File: config.mk
export PLATFORM = sky130hd
export DESIGN_NAME = nine_slice_pixel_mapper
export DESIGN_NICKNAME = d
export VERILOG_FILES = /design/src/rtl/core/nsp_pkg.sv /design/src/rtl/core/nsp_cfg.sv /design/src/rtl/core/nsp_front.sv /design/src/rtl/core/nsp_rem.sv /design/src/rtl/core/nsp_out.sv /design/src/rtl/core/nine_slice_pixel_mapper.sv
export SDC_FILE = /design/constraint.sdc
export NUM_CORES = 2
export LEC_CHECK = 0
export BUFFER_PORTS_ARGS = -buffer_cell sky130_fd_sc_hd__clkbuf_2
export CORE_AREA = 2 2 454 456
export CTS_CLUSTER_DIAMETER = 100
export DETAILED_ROUTE_END_ITERATION = 10
export DIE_AREA = 0 0 456 458
export SLEW_MARGIN = 5
export SYNTH_ARGS = -nofsm -noshare
export SYNTH_HDL_FRONTEND = slang
export SYNTH_SLANG_ARGS = --single-unit
File: constraint.sdc
create_clock -name i_clk -period 24.7 [get_ports i_clk]
set_input_delay 1.235 -clock i_clk [delete_from_list [all_inputs] [get_ports i_clk]]
set_output_delay 1.235 -clock i_clk [all_outputs]
set_load 0.03 [all_outputs]
File: src/rtl/core/nsp_pkg.sv
// Shared widths, codes and bundle types for the nine-slice pixel mapper.
// No dependencies; every other file in rtl/core refers to this package.
package nsp_pkg;

    localparam int COORD_BITS   = 12;
    localparam int NUM_STATES   = 4;
    localparam int PIX_BITS     = COORD_BITS + 1;
    localparam int SRCX_BITS    = COORD_BITS + 2;
    localparam int SKIN_BITS    = 4;
    localparam int BASE_BITS    = SKIN_BITS + COORD_BITS;
    localparam int ZONE_BITS    = 4;
    localparam int STATUS_BITS  = 2;
    localparam int CFG_IDX_BITS = 3;
    localparam int REM_STAGES   = COORD_BITS;  // one remainder bit per stage
    localparam int ZONE_COLS    = 3;

    localparam logic [SKIN_BITS:0] STATE_LIMIT = (SKIN_BITS + 1)'(NUM_STATES);
    localparam logic [ZONE_BITS-1:0] ZONE_LAST = ZONE_BITS'(8);

    typedef enum logic [CFG_IDX_BITS-1:0] {
        REG_RECT_LEFT    = 3'd0,
        REG_RECT_TOP     = 3'd1,
        REG_RECT_WIDTH   = 3'd2,
        REG_RECT_HEIGHT  = 3'd3,
        REG_CORNER_SIZE  = 3'd4,
        REG_PATCH_WIDTH  = 3'd5,
        REG_PATCH_HEIGHT = 3'd6,
        REG_IMAGE_STATUS = 3'd7
    } t_cfg_reg;

    // position along one axis: corner, stretched middle, far corner
    typedef enum logic [1:0] {
        THIRD_NEAR = 2'd0,
        THIRD_MID  = 2'd1,
        THIRD_FAR  = 2'd2
    } t_third;

    // configuration plus values derived from it
    typedef struct packed {
        logic [COORD_BITS-1:0]  left;
        logic [COORD_BITS-1:0]  top;
        logic [COORD_BITS-1:0]  width;
        logic [COORD_BITS-1:0]  height;
        logic [COORD_BITS-1:0]  pw;
        logic [COORD_BITS-1:0]  ph;
        logic [STATUS_BITS-1:0] status;
        logic [COORD_BITS-1:0]  cw;      // clamped corner, x
        logic [COORD_BITS-1:0]  ch;      // clamped corner, y
        logic [COORD_BITS-1:0]  off_x;   // pw - width, modular
        logic [COORD_BITS-1:0]  off_y;   // ph - height, modular
        logic [COORD_BITS-1:0]  span_x;  // middle source width
        logic [COORD_BITS-1:0]  span_y;  // middle source height
    } t_geom;

    // per-pixel data riding alongside the remainder stages
    typedef struct packed {
        logic                  kill;
        logic                  use_mask;
        logic [BASE_BITS-1:0]  base;
        t_third                col;
        t_third                row;
        logic [COORD_BITS-1:0] edge_x;
        logic [COORD_BITS-1:0] edge_y;
    } t_side;

endpackage

File: src/rtl/core/nsp_cfg.sv
// Configuration registers and the clamped corner / span values derived from them.
// Depends on nsp_pkg.
module nsp_cfg (
    input  logic                                  i_clk,
    input  logic                                  i_rst_n,
    input  logic                                  i_wr,
    input  logic [nsp_pkg::CFG_IDX_BITS-1:0]      i_index,
    input  logic [nsp_pkg::COORD_BITS-1:0]        i_data,
    output nsp_pkg::t_geom                        o_geom
);

    localparam int CB = nsp_pkg::COORD_BITS;

    logic [CB-1:0] r_left, r_top, r_width, r_height, r_corner, r_pw, r_ph;
    logic [nsp_pkg::STATUS_BITS-1:0] r_status;

    // first derived rank
    logic [CB-1:0] r_cw, r_ch, r_off_x, r_off_y;
    logic [CB-1:0] n_cw, n_ch, n_off_x, n_off_y;
    // second derived rank
    logic [CB-1:0] r_span_x, r_span_y;
    logic [CB-1:0] n_span_x, n_span_y;

    logic [CB-1:0] min_a, min_x, min_y;

    function automatic logic [CB-1:0] min2(input logic [CB-1:0] a, input logic [CB-1:0] b);
        return (a < b) ? a : b;
    endfunction

    always_ff @(posedge i_clk) begin
        if (!i_rst_n) begin
            r_left   <= '0;
            r_top    <= '0;
            r_width  <= '0;
            r_height <= '0;
            r_corner <= '0;
            r_pw     <= '0;
            r_ph     <= '0;
            r_status <= '0;
        end else if (i_wr) begin
            unique case (nsp_pkg::t_cfg_reg'(i_index))
                nsp_pkg::REG_RECT_LEFT:    r_left   <= i_data;
                nsp_pkg::REG_RECT_TOP:     r_top    <= i_data;
                nsp_pkg::REG_RECT_WIDTH:   r_width  <= i_data;
                nsp_pkg::REG_RECT_HEIGHT:  r_height <= i_data;
                nsp_pkg::REG_CORNER_SIZE:  r_corner <= i_data;
                nsp_pkg::REG_PATCH_WIDTH:  r_pw     <= i_data;
                nsp_pkg::REG_PATCH_HEIGHT: r_ph     <= i_data;
                nsp_pkg::REG_IMAGE_STATUS: r_status <= i_data[nsp_pkg::STATUS_BITS-1:0];
                default: ;
            endcase
        end
    end

    // Sequential clamps collapse to one min over all limits.
    always_comb begin
        min_a    = min2(r_corner, r_pw >> 1);
        min_x    = min2(r_ph >> 1, r_width >> 1);
        min_y    = min2(r_ph >> 1, r_height >> 1);
        n_cw     = min2(min_a, min_x);
        n_ch     = min2(min_a, min_y);
        n_off_x  = r_pw - r_width;
        n_off_y  = r_ph - r_height;
        n_span_x = r_pw - (r_cw << 1);
        n_span_y = r_ph - (r_ch << 1);
    end

    always_ff @(posedge i_clk) begin
        if (!i_rst_n) begin
            r_cw     <= '0;
            r_ch     <= '0;
            r_off_x  <= '0;
            r_off_y  <= '0;
            r_span_x <= '0;
            r_span_y <= '0;
        end else begin
            r_cw     <= n_cw;
            r_ch     <= n_ch;
            r_off_x  <= n_off_x;
            r_off_y  <= n_off_y;
            r_span_x <= n_span_x;
            r_span_y <= n_span_y;
        end
    end

    always_comb begin
        o_geom.left   = r_left;
        o_geom.top    = r_top;
        o_geom.width  = r_width;
        o_geom.height = r_height;
        o_geom.pw     = r_pw;
        o_geom.ph     = r_ph;
        o_geom.status = r_status;
        o_geom.cw     = r_cw;
        o_geom.ch     = r_ch;
        o_geom.off_x  = r_off_x;
        o_geom.off_y  = r_off_y;
        o_geom.span_x = r_span_x;
        o_geom.span_y = r_span_y;
    end

endmodule

File: src/rtl/core/nsp_front.sv
// Front stages: input capture, rectangle test and offsets, zone classification.
// Depends on nsp_pkg; feeds nsp_rem.
module nsp_front (
    input  logic                                  i_clk,
    input  logic                                  i_rst_n,
    input  logic                                  i_en,
    input  logic                                  i_valid,
    input  logic [nsp_pkg::PIX_BITS-1:0]          i_pixel_x,
    input  logic [nsp_pkg::PIX_BITS-1:0]          i_pixel_y,
    input  logic [nsp_pkg::SKIN_BITS-1:0]         i_skin_state,
    input  logic                                  i_opaque,
    input  nsp_pkg::t_geom                        i_geom,
    output logic                                  o_valid,
    output nsp_pkg::t_side                        o_side,
    output logic [nsp_pkg::COORD_BITS-1:0]        o_m_x,
    output logic [nsp_pkg::COORD_BITS-1:0]        o_m_y
);

    localparam int CB = nsp_pkg::COORD_BITS;
    localparam int PB = nsp_pkg::PIX_BITS;
    localparam int BB = nsp_pkg::BASE_BITS;

    typedef struct packed {
        nsp_pkg::t_third third;
        logic [CB-1:0]   edge_src;
        logic [CB-1:0]   m;
    } t_axis;

    function automatic t_axis classify(input logic [CB-1:0] d, input logic [CB-1:0] len,
                                       input logic [CB-1:0] c, input logic [CB-1:0] off);
        t_axis     a;
        logic [CB:0] reach;
        reach = {1'b0, d} + {1'b0, c};
        a.m   = d - c;
        if (d < c) begin
            a.third    = nsp_pkg::THIRD_NEAR;
            a.edge_src = d;
        end else if (reach >= {1'b0, len}) begin
            a.third    = nsp_pkg::THIRD_FAR;
            a.edge_src = d + off;  // d + pw - len
        end else begin
            a.third    = nsp_pkg::THIRD_MID;
            a.edge_src = d;
        end
        return a;
    endfunction

    // stage A: captured word
    logic                          r_a_v;
    logic [PB-1:0]                 r_a_px, r_a_py;
    logic [nsp_pkg::SKIN_BITS-1:0] r_a_st;
    logic                          r_a_opq;

    // stage B: offsets inside the rectangle, early rejects
    logic          r_b_v, r_b_kill, r_b_mask;
    logic [CB-1:0] r_b_dx, r_b_dy;
    logic [BB-1:0] r_b_base;
    logic          n_b_kill, n_b_mask;
    logic [CB-1:0] n_b_dx, n_b_dy;
    logic [BB-1:0] n_b_base;
    logic [PB-1:0] right_end, bottom_end;
    logic          in_x, in_y;

    // stage C
    logic           r_c_v;
    nsp_pkg::t_side r_c_side, n_c_side;
    logic [CB-1:0]  r_c_mx, r_c_my;
    t_axis          ax, ay;

    always_ff @(posedge i_clk) begin
        if (!i_rst_n) begin
            r_a_v <= 1'b0;
            r_b_v <= 1'b0;
            r_c_v <= 1'b0;
        end else if (i_en) begin
            r_a_v <= i_valid;
            r_b_v <= r_a_v;
            r_c_v <= r_b_v;
        end
    end

    always_comb begin
        right_end  = {1'b0, i_geom.left} + {1'b0, i_geom.width};
        bottom_end = {1'b0, i_geom.top} + {1'b0, i_geom.height};
        in_x = (r_a_px >= {1'b0, i_geom.left}) && (r_a_px < right_end);
        in_y = (r_a_py >= {1'b0, i_geom.top}) && (r_a_py < bottom_end);
        n_b_dx = CB'(r_a_px - {1'b0, i_geom.left});
        n_b_dy = CB'(r_a_py - {1'b0, i_geom.top});
        n_b_kill = (i_geom.width == '0) || (i_geom.height == '0)
                || ({1'b0, r_a_st} >= nsp_pkg::STATE_LIMIT)
                || (i_geom.status == '0) || (i_geom.pw == '0) || (i_geom.ph == '0)
                || !in_x || !in_y;
        n_b_mask = i_geom.status[1] && !r_a_opq;
        n_b_base = BB'(r_a_st) * BB'(i_geom.pw);
    end

    always_comb begin
        ax = classify(r_b_dx, i_geom.width, i_geom.cw, i_geom.off_x);
        ay = classify(r_b_dy, i_geom.height, i_geom.ch, i_geom.off_y);
        n_c_side.kill     = r_b_kill;
        n_c_side.use_mask = r_b_mask;
        n_c_side.base     = r_b_base;
        n_c_side.col      = ax.third;
        n_c_side.row      = ay.third;
        n_c_side.edge_x   = ax.edge_src;
        n_c_side.edge_y   = ay.edge_src;
    end

    always_ff @(posedge i_clk) begin
        if (i_en) begin
            r_a_px   <= i_pixel_x;
            r_a_py   <= i_pixel_y;
            r_a_st   <= i_skin_state;
            r_a_opq  <= i_opaque;
            r_b_dx   <= n_b_dx;
            r_b_dy   <= n_b_dy;
            r_b_kill <= n_b_kill;
            r_b_mask <= n_b_mask;
            r_b_base <= n_b_base;
            r_c_side <= n_c_side;
            r_c_mx   <= ax.m;
            r_c_my   <= ay.m;
        end
    end

    assign o_valid = r_c_v;
    assign o_side  = r_c_side;
    assign o_m_x   = r_c_mx;
    assign o_m_y   = r_c_my;

endmodule

File: src/rtl/core/nsp_rem.sv
// Pipelined restoring remainder, one bit per stage, for the x and y middle spans.
// Depends on nsp_pkg; side data travels with each word.
module nsp_rem (
    input  logic                                  i_clk,
    input  logic                                  i_rst_n,
    input  logic                                  i_en,
    input  logic                                  i_valid,
    input  nsp_pkg::t_side                        i_side,
    input  logic [nsp_pkg::COORD_BITS-1:0]        i_m_x,
    input  logic [nsp_pkg::COORD_BITS-1:0]        i_m_y,
    input  nsp_pkg::t_geom                        i_geom,
    output logic                                  o_valid,
    output nsp_pkg::t_side                        o_side,
    output logic [nsp_pkg::COORD_BITS-1:0]        o_rem_x,
    output logic [nsp_pkg::COORD_BITS-1:0]        o_rem_y
);

    localparam int CB = nsp_pkg::COORD_BITS;
    localparam int NS = nsp_pkg::REM_STAGES;

    logic [NS-1:0]  r_v;
    logic [CB-1:0]  r_rem_x [NS];
    logic [CB-1:0]  r_rem_y [NS];
    logic [CB-1:0]  r_m_x   [NS];
    logic [CB-1:0]  r_m_y   [NS];
    nsp_pkg::t_side r_side  [NS];
    logic [CB-1:0]  n_rem_x [NS];
    logic [CB-1:0]  n_rem_y [NS];
    logic [CB-1:0]  n_m_x   [NS];
    logic [CB-1:0]  n_m_y   [NS];

    // shift in the next dividend bit, subtract the span if it fits
    function automatic logic [CB-1:0] rem_step(input logic [CB-1:0] rem, input logic b,
                                               input logic [CB-1:0] span);
        logic [CB:0] t;
        t = {rem, b};
        if (t >= {1'b0, span}) t = t - {1'b0, span};
        return t[CB-1:0];
    endfunction

    always_comb begin
        n_rem_x[0] = rem_step('0, i_m_x[CB-1], i_geom.span_x);
        n_rem_y[0] = rem_step('0, i_m_y[CB-1], i_geom.span_y);
        n_m_x[0]   = i_m_x << 1;
        n_m_y[0]   = i_m_y << 1;
        for (int s = 1; s < NS; s++) begin
            n_rem_x[s] = rem_step(r_rem_x[s-1], r_m_x[s-1][CB-1], i_geom.span_x);
            n_rem_y[s] = rem_step(r_rem_y[s-1], r_m_y[s-1][CB-1], i_geom.span_y);
            n_m_x[s]   = r_m_x[s-1] << 1;
            n_m_y[s]   = r_m_y[s-1] << 1;
        end
    end

    always_ff @(posedge i_clk) begin
        if (!i_rst_n) begin
            r_v <= '0;
        end else if (i_en) begin
            r_v <= {r_v[NS-2:0], i_valid};
        end
    end

    always_ff @(posedge i_clk) begin
        if (i_en) begin
            r_rem_x <= n_rem_x;
            r_rem_y <= n_rem_y;
            r_m_x   <= n_m_x;
            r_m_y   <= n_m_y;
            r_side[0] <= i_side;
            for (int s = 1; s < NS; s++) begin
                r_side[s] <= r_side[s-1];
            end
        end
    end

    assign o_valid = r_v[NS-1];
    assign o_side  = r_side[NS-1];
    assign o_rem_x = r_rem_x[NS-1];
    assign o_rem_y = r_rem_y[NS-1];

endmodule

File: src/rtl/core/nsp_out.sv
// Result assembly, output register and one-word skid slot; owns the pipeline enable.
// Depends on nsp_pkg; fed by nsp_rem.
module nsp_out (
    input  logic                                  i_clk,
    input  logic                                  i_rst_n,
    input  logic                                  i_valid,
    input  nsp_pkg::t_side                        i_side,
    input  logic [nsp_pkg::COORD_BITS-1:0]        i_rem_x,
    input  logic [nsp_pkg::COORD_BITS-1:0]        i_rem_y,
    input  nsp_pkg::t_geom                        i_geom,
    input  logic                                  i_stall,
    output logic                                  o_en,
    output logic                                  o_valid,
    output logic                                  o_covered,
    output logic [nsp_pkg::SRCX_BITS-1:0]         o_source_x,
    output logic [nsp_pkg::COORD_BITS-1:0]        o_source_y,
    output logic                                  o_use_mask,
    output logic [nsp_pkg::ZONE_BITS-1:0]         o_zone
);

    localparam int CB = nsp_pkg::COORD_BITS;
    localparam int XB = nsp_pkg::SRCX_BITS;
    localparam int BB = nsp_pkg::BASE_BITS;
    localparam int ZB = nsp_pkg::ZONE_BITS;

    typedef struct packed {
        logic          covered;
        logic [XB-1:0] source_x;
        logic [CB-1:0] source_y;
        logic          use_mask;
        logic [ZB-1:0] zone;
    } t_result;

    logic          r_out_v, r_skid_v, n_out_v, n_skid_v;
    t_result       r_out, r_skid, n_out, n_skid, res;
    logic          incoming, ok;
    logic [CB-1:0] sx, sy;
    logic [BB-1:0] sum_x;

    assign o_en     = !r_skid_v;
    assign incoming = o_en && i_valid;

    always_comb begin
        sx = (i_side.col == nsp_pkg::THIRD_MID) ? i_geom.cw + i_rem_x : i_side.edge_x;
        sy = (i_side.row == nsp_pkg::THIRD_MID) ? i_geom.ch + i_rem_y : i_side.edge_y;
        // an empty middle span leaves the stretched zones undrawn
        ok = !i_side.kill
            && !((i_side.col == nsp_pkg::THIRD_MID) && (i_geom.span_x == '0))
            && !((i_side.row == nsp_pkg::THIRD_MID) && (i_geom.span_y == '0));
        sum_x = i_side.base + BB'(sx);
        res.covered  = ok;
        res.source_x = ok ? sum_x[XB-1:0] : '0;
        res.source_y = ok ? sy : '0;
        res.use_mask = ok && i_side.use_mask;
        res.zone     = ok ? ZB'(i_side.row) * ZB'(nsp_pkg::ZONE_COLS) + ZB'(i_side.col)
                          : '0;
    end

    always_comb begin
        n_out_v  = r_out_v;
        n_out    = r_out;
        n_skid_v = r_skid_v;
        n_skid   = r_skid;
        if (r_out_v && !i_stall) begin
            if (r_skid_v) begin
                n_out    = r_skid;
                n_skid_v = 1'b0;
            end else begin
                n_out_v = incoming;
                n_out   = res;
            end
        end else if (!r_out_v) begin
            n_out_v = incoming;
            n_out   = res;
        end else if (incoming) begin
            n_skid_v = 1'b1;
            n_skid   = res;
        end
    end

    always_ff @(posedge i_clk) begin
        if (!i_rst_n) begin
            r_out_v  <= 1'b0;
            r_skid_v <= 1'b0;
        end else begin
            r_out_v  <= n_out_v;
            r_skid_v <= n_skid_v;
        end
    end

    always_ff @(posedge i_clk) begin
        r_out  <= n_out;
        r_skid <= n_skid;
    end

    assign o_valid    = r_out_v;
    assign o_covered  = r_out.covered;
    assign o_source_x = r_out.source_x;
    assign o_source_y = r_out.source_y;
    assign o_use_mask = r_out.use_mask;
    assign o_zone     = r_out.zone;

endmodule

File: src/rtl/core/nine_slice_pixel_mapper.sv
// Top level of the nine-slice pixel mapper.
// Depends on nsp_pkg, nsp_cfg, nsp_front, nsp_rem and nsp_out.
//
// Maps each destination pixel of a nine-slice skin draw (tiled edges and
// center) to its source pixel in the skin image, or flags it uncovered.
//
// Channels:
//   input  word  i_pixel_x/i_pixel_y/i_skin_state/i_opaque, taken on an edge
//                with i_in_valid high and o_in_stall low.
//   output word  o_covered/o_source_x/o_source_y/o_use_mask/o_zone, taken on
//                an edge with o_out_valid high and i_out_stall low.
//   config       i_cfg_index/i_cfg_data written on i_cfg_valid; o_cfg_ready
//                is always high. Write only while no pixel is in flight; the
//                clamped corner and span values are registered after the write,
//                corner before span, and are first used by a word two stages deep.
// Throughput: one pixel per clock while the output is not stalled.
// Pipeline: the input word passes three front stages, then the tiling
//   modulo as a 12-stage restoring remainder pipeline (one bit per stage),
//   then the output register.
// Stall: the output word holds; one more result lands in a skid slot, after
//   which o_in_stall rises and the whole pipeline freezes without loss.
// Reset (i_rst_n low at a clock edge): the configuration registers return to
//   zero, the pipeline and skid slot empty, and the block accepts on the
//   next cycle.
module nine_slice_pixel_mapper (
    input  logic                                  i_clk,
    input  logic                                  i_rst_n,
    // pixel input
    input  logic                                  i_in_valid,
    output logic                                  o_in_stall,
    input  logic [nsp_pkg::PIX_BITS-1:0]          i_pixel_x,
    input  logic [nsp_pkg::PIX_BITS-1:0]          i_pixel_y,
    input  logic [nsp_pkg::SKIN_BITS-1:0]         i_skin_state,
    input  logic                                  i_opaque,
    // result output
    output logic                                  o_out_valid,
    input  logic                                  i_out_stall,
    output logic                                  o_covered,
    output logic [nsp_pkg::SRCX_BITS-1:0]         o_source_x,
    output logic [nsp_pkg::COORD_BITS-1:0]        o_source_y,
    output logic                                  o_use_mask,
    output logic [nsp_pkg::ZONE_BITS-1:0]         o_zone,
    // configuration writes
    input  logic                                  i_cfg_valid,
    output logic                                  o_cfg_ready,
    input  logic [nsp_pkg::CFG_IDX_BITS-1:0]      i_cfg_index,
    input  logic [nsp_pkg::COORD_BITS-1:0]        i_cfg_data
);

    nsp_pkg::t_geom geom;
    nsp_pkg::t_side front_side, rem_side;
    logic           en;
    logic           front_v, rem_v;
    logic [nsp_pkg::COORD_BITS-1:0] m_x, m_y, rem_x, rem_y;

    // Single global enable: it drops only when the skid slot is occupied.
    assign o_in_stall  = !en;
    assign o_cfg_ready = 1'b1;

    nsp_cfg u_cfg (
        .i_clk   (i_clk),
        .i_rst_n (i_rst_n),
        .i_wr    (i_cfg_valid && o_cfg_ready),
        .i_index (i_cfg_index),
        .i_data  (i_cfg_data),
        .o_geom  (geom)
    );

    // rectangle test, offsets and zone per axis
    nsp_front u_front (
        .i_clk        (i_clk),
        .i_rst_n      (i_rst_n),
        .i_en         (en),
        .i_valid      (i_in_valid),
        .i_pixel_x    (i_pixel_x),
        .i_pixel_y    (i_pixel_y),
        .i_skin_state (i_skin_state),
        .i_opaque     (i_opaque),
        .i_geom       (geom),
        .o_valid      (front_v),
        .o_side       (front_side),
        .o_m_x        (m_x),
        .o_m_y        (m_y)
    );

    // (offset - corner) mod middle span, both axes side by side
    nsp_rem u_rem (
        .i_clk   (i_clk),
        .i_rst_n (i_rst_n),
        .i_en    (en),
        .i_valid (front_v),
        .i_side  (front_side),
        .i_m_x   (m_x),
        .i_m_y   (m_y),
        .i_geom  (geom),
        .o_valid (rem_v),
        .o_side  (rem_side),
        .o_rem_x (rem_x),
        .o_rem_y (rem_y)
    );

    nsp_out u_out (
        .i_clk      (i_clk),
        .i_rst_n    (i_rst_n),
        .i_valid    (rem_v),
        .i_side     (rem_side),
        .i_rem_x    (rem_x),
        .i_rem_y    (rem_y),
        .i_geom     (geom),
        .i_stall    (i_out_stall),
        .o_en       (en),
        .o_valid    (o_out_valid),
        .o_covered  (o_covered),
        .o_source_x (o_source_x),
        .o_source_y (o_source_y),
        .o_use_mask (o_use_mask),
        .o_zone     (o_zone)
    );

endmodule

==> impl_metrics.toml <==
[synth]
synth_xor_area_frac = 0.03873
synth_area_leaders = "edfxtp_1, ha_1, dfxtp_1"
synth_ff_type = "edfxtp_1"
synth-simple-area-share = 0.1000
synth_compound_area_frac = 0.1115
synth_cell_types = 82
synth.yosys.seq_area_share = 0.5518
synth_edf_count = 1151
synthesis.area_um2 = 68980
yosys_warnings = 0
ys_ff_latch = 1326
async_flop_share = 0
synth_top_area_frac = 0.5011
synthAdderAreaFrac = 0.1213
synth_area_per_cell_um2 = 12.13
synth_mux_area_frac = 0.05024
synth_cells = 5685
synth_top_family_by_area = "adder cells"
yosysTopAreaCell = "edfxtp_1"

[place]
gp_congestion = 0.8676
io_buffer_count = 84
pre_cts_ws_ns = 19.61
hpwlAfterDp_mm = 114.9

[die]
rows = 166
core_area_um2 = 203800
io_pins = 86
die_area_um2 = 208800
die-height_um = 458
die_w_um = 456
initial_utilization = 0.3386

[grt]
grt_max_degree = 206
grt_pass1_wl_mm = 244.2
first_global_vias = 42800
overflow = 0
antenna_found_initial = 7
track_usage = 0.1486

[power]
ir_drop_mv = 0.07856
p_per_area_nw_per_um2 = 117.9
p_leak_uw = 0.03062

[sta]
drv_slew = 0
worst_pin_slew_ns = 1.097
finalCriticalPeriod_ns = 5.220
clock_skew_ns = 0.05707
holdWs_ns = 0.3997
min_period_over_period = 0.2113
setup_tns_ns = 0
finalSetupViolCount = 0
fmax_mhz = 191.6
postLayoutSetupSlackWorst_ns = 19.48
hold_viol = 0
rsz0062_at_grt = "no"
slew_headroom = 0.2689

[detailed_routing]
routed_via_density = 5.080
drc = 0
routed_wl_mm = 158.5
vias = 43950
drt_first_pass_iters = 6
wl_per_cell_um = 18.31
dr.first_iter.drc_count = 3532
ant_nets = 0

[hold_path]
hold_path.class = "register to register"

[clock_tree]
clkTransAtPathRegs_ns = 0.06
htreeDepth = 4
root_buffer = "clkbuf_16"
cts_tree = "yes"
worstSkewPairLatency_ns = 0.80
cts_buffers = 143
clockBufferDepth = 3
cts.sinks = 1326
cts_hold_buffers = 0
cts_resized = 0
postCtsSetupRepairBufs = 0

[worst_setup_path]
crit_arrival_ns = 5.86
crit_type = "register to register"
crit_path_start_kind = "register"
required_ns = 25.34
worst_setup_path_end_kind = "register"
cp_max_fo = 10

[final_layout]
area.growth.synth_to_final_pct = 12.86
drive_gt1_frac = 0.1110
fin_nets = 6528

[flow_run]
cap_violations = 0

[outcome]
status = "completed"
worst max-delay path, cell delays in order (launching register included):
cell and delay [ns]:
dfxtp_1 0.67, inv_1 0.10, ha_1 0.33, a211o_1 0.30, a21oi_1 0.16, o31ai_2 0.11, o21ai_1 0.61, nand3_1 0.19
nand2_1 0.16, ha_1 0.28, o21a_1 0.18, o211ai_1 0.16, nor2_1 0.07, a2111oi_1 0.61, nand2_1 0.19, o31ai_4 0.52
mux2_2 0.41
per-stage QoR:
step,util,power [uW],cell area [um^2],instances
after CTS,0.3821,9237,77850,8651
after floorplan,-,6101,68990,5686
after global placement,0.3574,6837,72830,8388
final,0.3821,9179,77850,8652
after detailed placement,0.3574,6930,72830,8388
after global routing,0.3821,9772,77850,8652
layout by cell type, fill, tap and decap left out, types with 92 or more instances in the layout:
cell | synthesis | layout
ha_1 | 571 | 571
nand3_1 | 92 | 92
nor2b_1 | 143 | 143
mux2_2 | 233 | 233
a21oi_1 | 381 | 381
a21o_1 | 122 | 122
nor2_1 | 317 | 316
inv_1 | 346 | 344
nor3_1 | 107 | 107
nand2_1 | 430 | 429
o21ai_0 | 256 | 256
clkbuf_16 | 0 | 145
xnor2_1 | 216 | 216
dfxtp_1 | 175 | 175
edfxtp_1 | 1151 | 1151
cell families after synthesis:
kind of cell | Yosys count
adder cells (fa/ha/maj) | 632
buffers and inverters | 471
XOR/XNOR | 305
multiplexers | 317
AND/OR/NAND/NOR | 1429
flip-flops | 1326
AO/OA/AOI/OAI | 1203
other | 2
path summary, 6_finish.rpt:
path         cells past startpoint  slack (ns)             endpoint          startpoint
min reg2reg                      0        0.40  u_rem.r_side[2][48]  u_rem.r_side[2][2]
min                              0        0.40  u_rem.r_side[2][48]  u_rem.r_side[2][2]
max reg2reg                     16       19.48        u_cfg.r_cw[2]       u_cfg.r_pw[6]
max                             16       19.48        u_cfg.r_cw[2]       u_cfg.r_pw[6]
cell usage after synthesis, types with 122 or more instances:
cell and number:
a21o_1 122, a21oi_1 381, dfxtp_1 175, edfxtp_1 1151
ha_1 571, inv_1 346, mux2_2 233, nand2_1 430
nor2_1 317, nor2b_1 143, o21ai_0 256, xnor2_1 216
layout make-up:
type | instances | area [um^2]
Clock buffer | 167 | 3711
Sequential cell | 1326 | 38070
Tap cell | 2688 | 3363
Clock inverter | 96 | 1311
Fill cell | 19240 | 125900
Inverter | 348 | 1315
Antenna cell | 1 | 2.502
Timing Repair Buffer | 137 | 855.8
Multi-Input combinational cell | 3889 | 29230
power breakdown:
part / internal, uW / switching, uW / leakage (uW)
combinational: 1600 / 1790 / 0.0142
clock: 1320 / 928 / 0.00241
sequential: 3280 / 262 / 0.0140
registers in the layout (all words and copies together), names as in the netlist, 14 cells and up:
signal            flops
u_front.o_side       44
u_rem.r_rem_y       132
u_out.r_skid         32
u_rem.n_m_y          55
u_rem.n_m_x          55
u_rem.r_side        528
u_rem.r_rem_x       132
u_front.r_b_base     14
u_out.o_source_x     14
metal layers:
| layer | global-route usage | part of all wire | up-vias |
|---|---|---|---|
| met2 | 0.2451 | 0.47 | 971 |
| li1 | - | - | 21500 |
| met3 | 0.02220 | 0.044 | 220 |
| met1 | 0.2021 | 0.46 | 21260 |
| met4 | 0.04303 | 0.023 | 2 |
| met5 | 0 | 0.000076 | - |
Note: power is estimated with default switching activity, not from simulation.
